===== src/hdl/bmf_pkg.sv =====
// Shared types and constants of the box mean filter.
package bmf_pkg;

    localparam int PIX_W = 8;
    localparam int CFG_W = 11;
    localparam int RAD_W = 2;
    localparam int QUO_W = 8;

    localparam logic [CFG_W-1:0] RST_FRAME_WIDTH   = 11'd1024;
    localparam logic [CFG_W-1:0] RST_FRAME_HEIGHT  = 11'd1024;
    localparam logic [RAD_W-1:0] RST_WINDOW_RADIUS = 2'd1;

    typedef enum logic [1:0] {
        REG_FRAME_WIDTH   = 2'd0,
        REG_FRAME_HEIGHT  = 2'd1,
        REG_WINDOW_RADIUS = 2'd2
    } cfg_reg_t;

    typedef enum logic {
        OP_PIXEL = 1'b0,
        OP_DRAIN = 1'b1
    } op_t;

    // control that rides along the divider chain
    typedef struct packed {
        logic valid;
        logic last;
    } ctl_t;

endpackage


===== src/hdl/bmf_div_cell.sv =====
// One cell of the restoring divider chain: settles one quotient bit.
module bmf_div_cell
    import bmf_pkg::*;
#(
    parameter int REM_W = 24
) (
    input  logic             clk,
    input  logic             rst_n,
    input  ctl_t             ctl_in,
    input  logic [REM_W-1:0] rem_in,
    input  logic [REM_W-1:0] dsh_in,
    input  logic [QUO_W-1:0] quo_in,
    output ctl_t             ctl_out,
    output logic [REM_W-1:0] rem_out,
    output logic [REM_W-1:0] dsh_out,
    output logic [QUO_W-1:0] quo_out
);

    logic ge;

    assign ge = (rem_in >= dsh_in);

    always_ff @(posedge clk or negedge rst_n)
    begin
        if (!rst_n)
        begin
            ctl_out <= '0;
        end
        else
        begin
            ctl_out <= ctl_in;
        end
    end

    always_ff @(posedge clk)
    begin
        rem_out <= ge ? (rem_in - dsh_in) : rem_in;
        dsh_out <= dsh_in >> 1;
        quo_out <= {quo_in[QUO_W-2:0], ge};
    end

endmodule


===== config.mk =====
export PLATFORM = sky130hd
export DESIGN_NAME = bmf_div_cell
export DESIGN_NICKNAME = d
export VERILOG_FILES = /design/src/hdl/bmf_pkg.sv /design/src/hdl/bmf_div_cell.sv
export SDC_FILE = /design/constraint.sdc
export NUM_CORES = 1
export LEC_CHECK = 0
export BUFFER_PORTS_ARGS = -buffer_cell sky130_fd_sc_hd__clkbuf_2
export CAP_MARGIN = 20
export CORE_MARGIN = 2
export CORE_UTILIZATION = 48
export DETAILED_ROUTE_END_ITERATION = 10
export GPL_TIMING_DRIVEN = 0
export PLACE_DENSITY_LB_ADDON = 0.25
export SYNTH_ARGS = -nofsm -noshare
export SYNTH_HDL_FRONTEND = slang
export SYNTH_SLANG_ARGS = --single-unit

===== constraint.sdc =====
create_clock -name clk -period 0.8 [get_ports clk]
set_input_delay 0.04 -clock clk [delete_from_list [all_inputs] [get_ports clk]]
set_output_delay 0.04 -clock clk [all_outputs]
set_load 0.005 [all_outputs]

==> impl_metrics.yaml <==
outcome:
  run_status: "finished with violations"
  violated_checks: "setup timing"
synthesis:
  syn_avg_cell_area_um2: 8.53
  synth_cell_types: 51
  cell_area_synth_um2: 2910
  count_of_mapped_cells_out_of_synthesis: 341
  postSynth.topFlopCell: "dfxtp_1"
  synth_edf_count: 0
  yosysSeqAreaShare_pct: 39.6
  yosys_warnings: 0
  postSynth.asyncResetShare_pct: 3.51
  ys_seq_elements: 57
  postSynthNetCount: 426
clock_tree:
  h-tree-depth: 3
  clk_pin_slew_worst_paths_ns: 0.08
  clkSinkCount: 57
  clk_root_buffer_cell: "clkbuf_8"
  clockBufferDepth: 2
  tritoncts: "done"
  cts_inserted_buffers: 9
final_layout:
  area_growth_pct: 68.4
  finalNonFillerCells: 618
  diode_count: 0
  layout.cell_area.non_filler_um2: 4900
  design.final.nets: 623
  fraction_of_layout_cells_with_a_size_suffix_above_1_pct: 45.5
setup_path:
  timing.critical_path.fanout_max: 5
  slowest_stage: "a211o_1"
  endpoint_kind: "register"
  timing.setup.critical_path_class: "in2reg"
  slowest_delay_ns: 0.30
  critPathBufInv: 5
  worst_path_most_repeated_cell: "buf_6"
  worstPathCellList: "clkbuf_16, inv_12, ha_4, fa_2, inv_2, a21o_1, a31o_4, a211o_1, a21oi_4, buf_6, buf_6, mux2_4"
  cp_data_required_time_ns: 1.03
  critPathTopFamily: "compound AO/OA/AOI/OAI gates"
  critical_path_source_type: "input port"
  worstPathArrival_ns: 2.07
sta:
  setup_repair_after_global_routing_missed_its_margin: "yes"
  finalSetupViolCount: 60
  setup_slack_ns: -1.04
  fin_tns_setup_ns: -24.27
  final.min_clock_period_ns: 1.84
  min_period_over_period_pct: 230
  finalHoldWorstSlack_ns: 0.0165
  final_max_slew_viol_count: 0
  max_freq_ghz: 0.544
  timing_hold_violations_final: 0
routing:
  drtIter0Drc: 263
  drt-pass1-iter-count: 5
  remaining_drc_errors: 0
  antenna_violating_nets_left: 0
  route.detailed.vias_per_inst: 5.67
  route.vias.total: 3507
  finalWirelength_um: 11400
  routed_wire_length_per_instance_um: 18.4
place:
  dp_cells: 531
  detailed_place.area_um2: 3730
  io_buffers: 115
  place.gp.congestion: 0.847
  dp_hpwl_um: 5990
power_and_ir_drop:
  peakVddDrop_mv: 1.32
  cellPowerDensity_nw_per_um2: 1790
  p_leak_uw: 0.00235
worst_hold_path:
  worstHoldPathType: "in2async"
floorplan:
  fp.dieW_um: 81.9
  die_area_um2: 6700
  core_area_um2: 5890
  initial_core_utilization_pct: 49.4
  chipHeight_um: 81.9
  pin_count: 118
  fp-row-count: 28
grt:
  grtUsageTotal_pct: 30.9
  grt_max_degree: 11
  grt_pass1_vias: 3319
  overflow: 0
  grt_first_pass_wirelength_um: 15500
  antenna_violations_before_repair: 0
job:
  cap_violations: 0
## metrics by stage
stage	setup WS [ns]	power, uW	util (%)
after detailed placement	-1.57	5470	63.4
after global placement	-1.55	5410	63.4
after global routing	-1.09	9090	83.2
after CTS	-0.974	8270	80.0
after floorplan	-1.03	4650	-
final	-1.04	8760	83.2
## routing by layer
layer	global-route usage, %	up-vias	part of all wire [%]	wire, um
met5	0	-	0	0
met4	17.5	0	6.7	758
met3	8.35	85	8.3	943
met2	55.3	224	48	5500
met1	32.5	1612	37	4180
li1	-	1586	-	-
## power by group
| group | internal, uW | switching (uW) | total [uW] |
|---|---|---|---|
| sequential | 3200 | 119 | 3320 |
| combinational | 1500 | 1540 | 3040 |
| clock | 1100 | 1300 | 2400 |
| total | 5800 | 2960 | 8760 |
## logic make-up after synthesis
kind of cell,share of synthesized area (%)
and+or+nand+nor,16.1
muxes,1.51
other,0.129
adders and majority gates,11.0
buffers and inverters,6.37
AOI/OAI and AO/OA,19.3
xor gates and xnor gates,6.02
DFF,39.6
## synth_stat cells (2+ instances only)
cell	count	area share, %
a21oi_2	2	0.60
nor3_1	6	1.0
xor2_1	13	3.9
o221ai_1	3	0.90
or3_1	2	0.43
nand2_1	42	5.4
nor2_1	19	2.5
o21ai_0	25	4.3
o211ai_1	4	1.0
a211oi_1	2	0.52
o211a_1	2	0.69
nand4_1	6	1.3
o21ai_1	3	0.52
a211o_1	2	0.60
nand2b_1	5	1.1
a21oi_1	25	4.3
ha_1	24	10
dfrtp_1	2	1.7
buf_2	11	1.9
clkbuf_1	2	0.26
nand3_1	15	2.6
dfxtp_1	55	38
or2_2	2	0.43
inv_1	27	3.5
a31oi_1	2	0.43
a21o_1	7	1.8
clkbuf_2	2	0.34
mux2_2	2	0.77
xnor2_1	7	2.1
## worst paths after layout
check                           from          to  cells after the start
min in group clk           dsh_in[0]  rem_out[0]                      3
hold / removal                 rst_n  ctl_out[0]                      2
max in group asynchronous      rst_n  ctl_out[1]                      2
setup / recovery           rem_in[0]  rem_out[6]                     12
## layout make-up
cell class,instances,area (um^2)
well taps,75,93.8
plain buffers,11,111
inverters,28,118
clock inverters,6,35.0
repair buffers,191,1380
fillers,349,986
multi-input cells,240,1840
flip-flops and latches,57,1190
clock buffers,10,128
## cell usage in the layout, fill, tap and decap left out, drive strengths merged, types with 7 or more instances in the layout
| cell | n |
|---|---|
| ha | 24 |
| o21ai | 28 |
| buf | 42 |
| dfxtp | 55 |
| nor2 | 19 |
| xor2 | 13 |
| inv | 28 |
| clkbuf | 113 |
| nand3 | 15 |
| xnor2 | 7 |
| a21oi | 28 |
| nand2 | 42 |
| a21o | 7 |
| nand4 | 7 |
| dlygate4sd3 | 57 |
## flip-flops by register name (all words and copies together), names as in the netlist
name / count
ctl_out: 2
rem_out: 24
dsh_out: 23
quo_out: 8
## timing repair
action	CTS	global route
hold endpoints to repair	58	0
resized for setup	58	68
endpoints found under the setup margin	66	82
buffers inserted	10	6
cloned	2	1
pin swaps	8	13
hold buffers	57	0
Note: power is estimated with default switching activity, not from simulation.
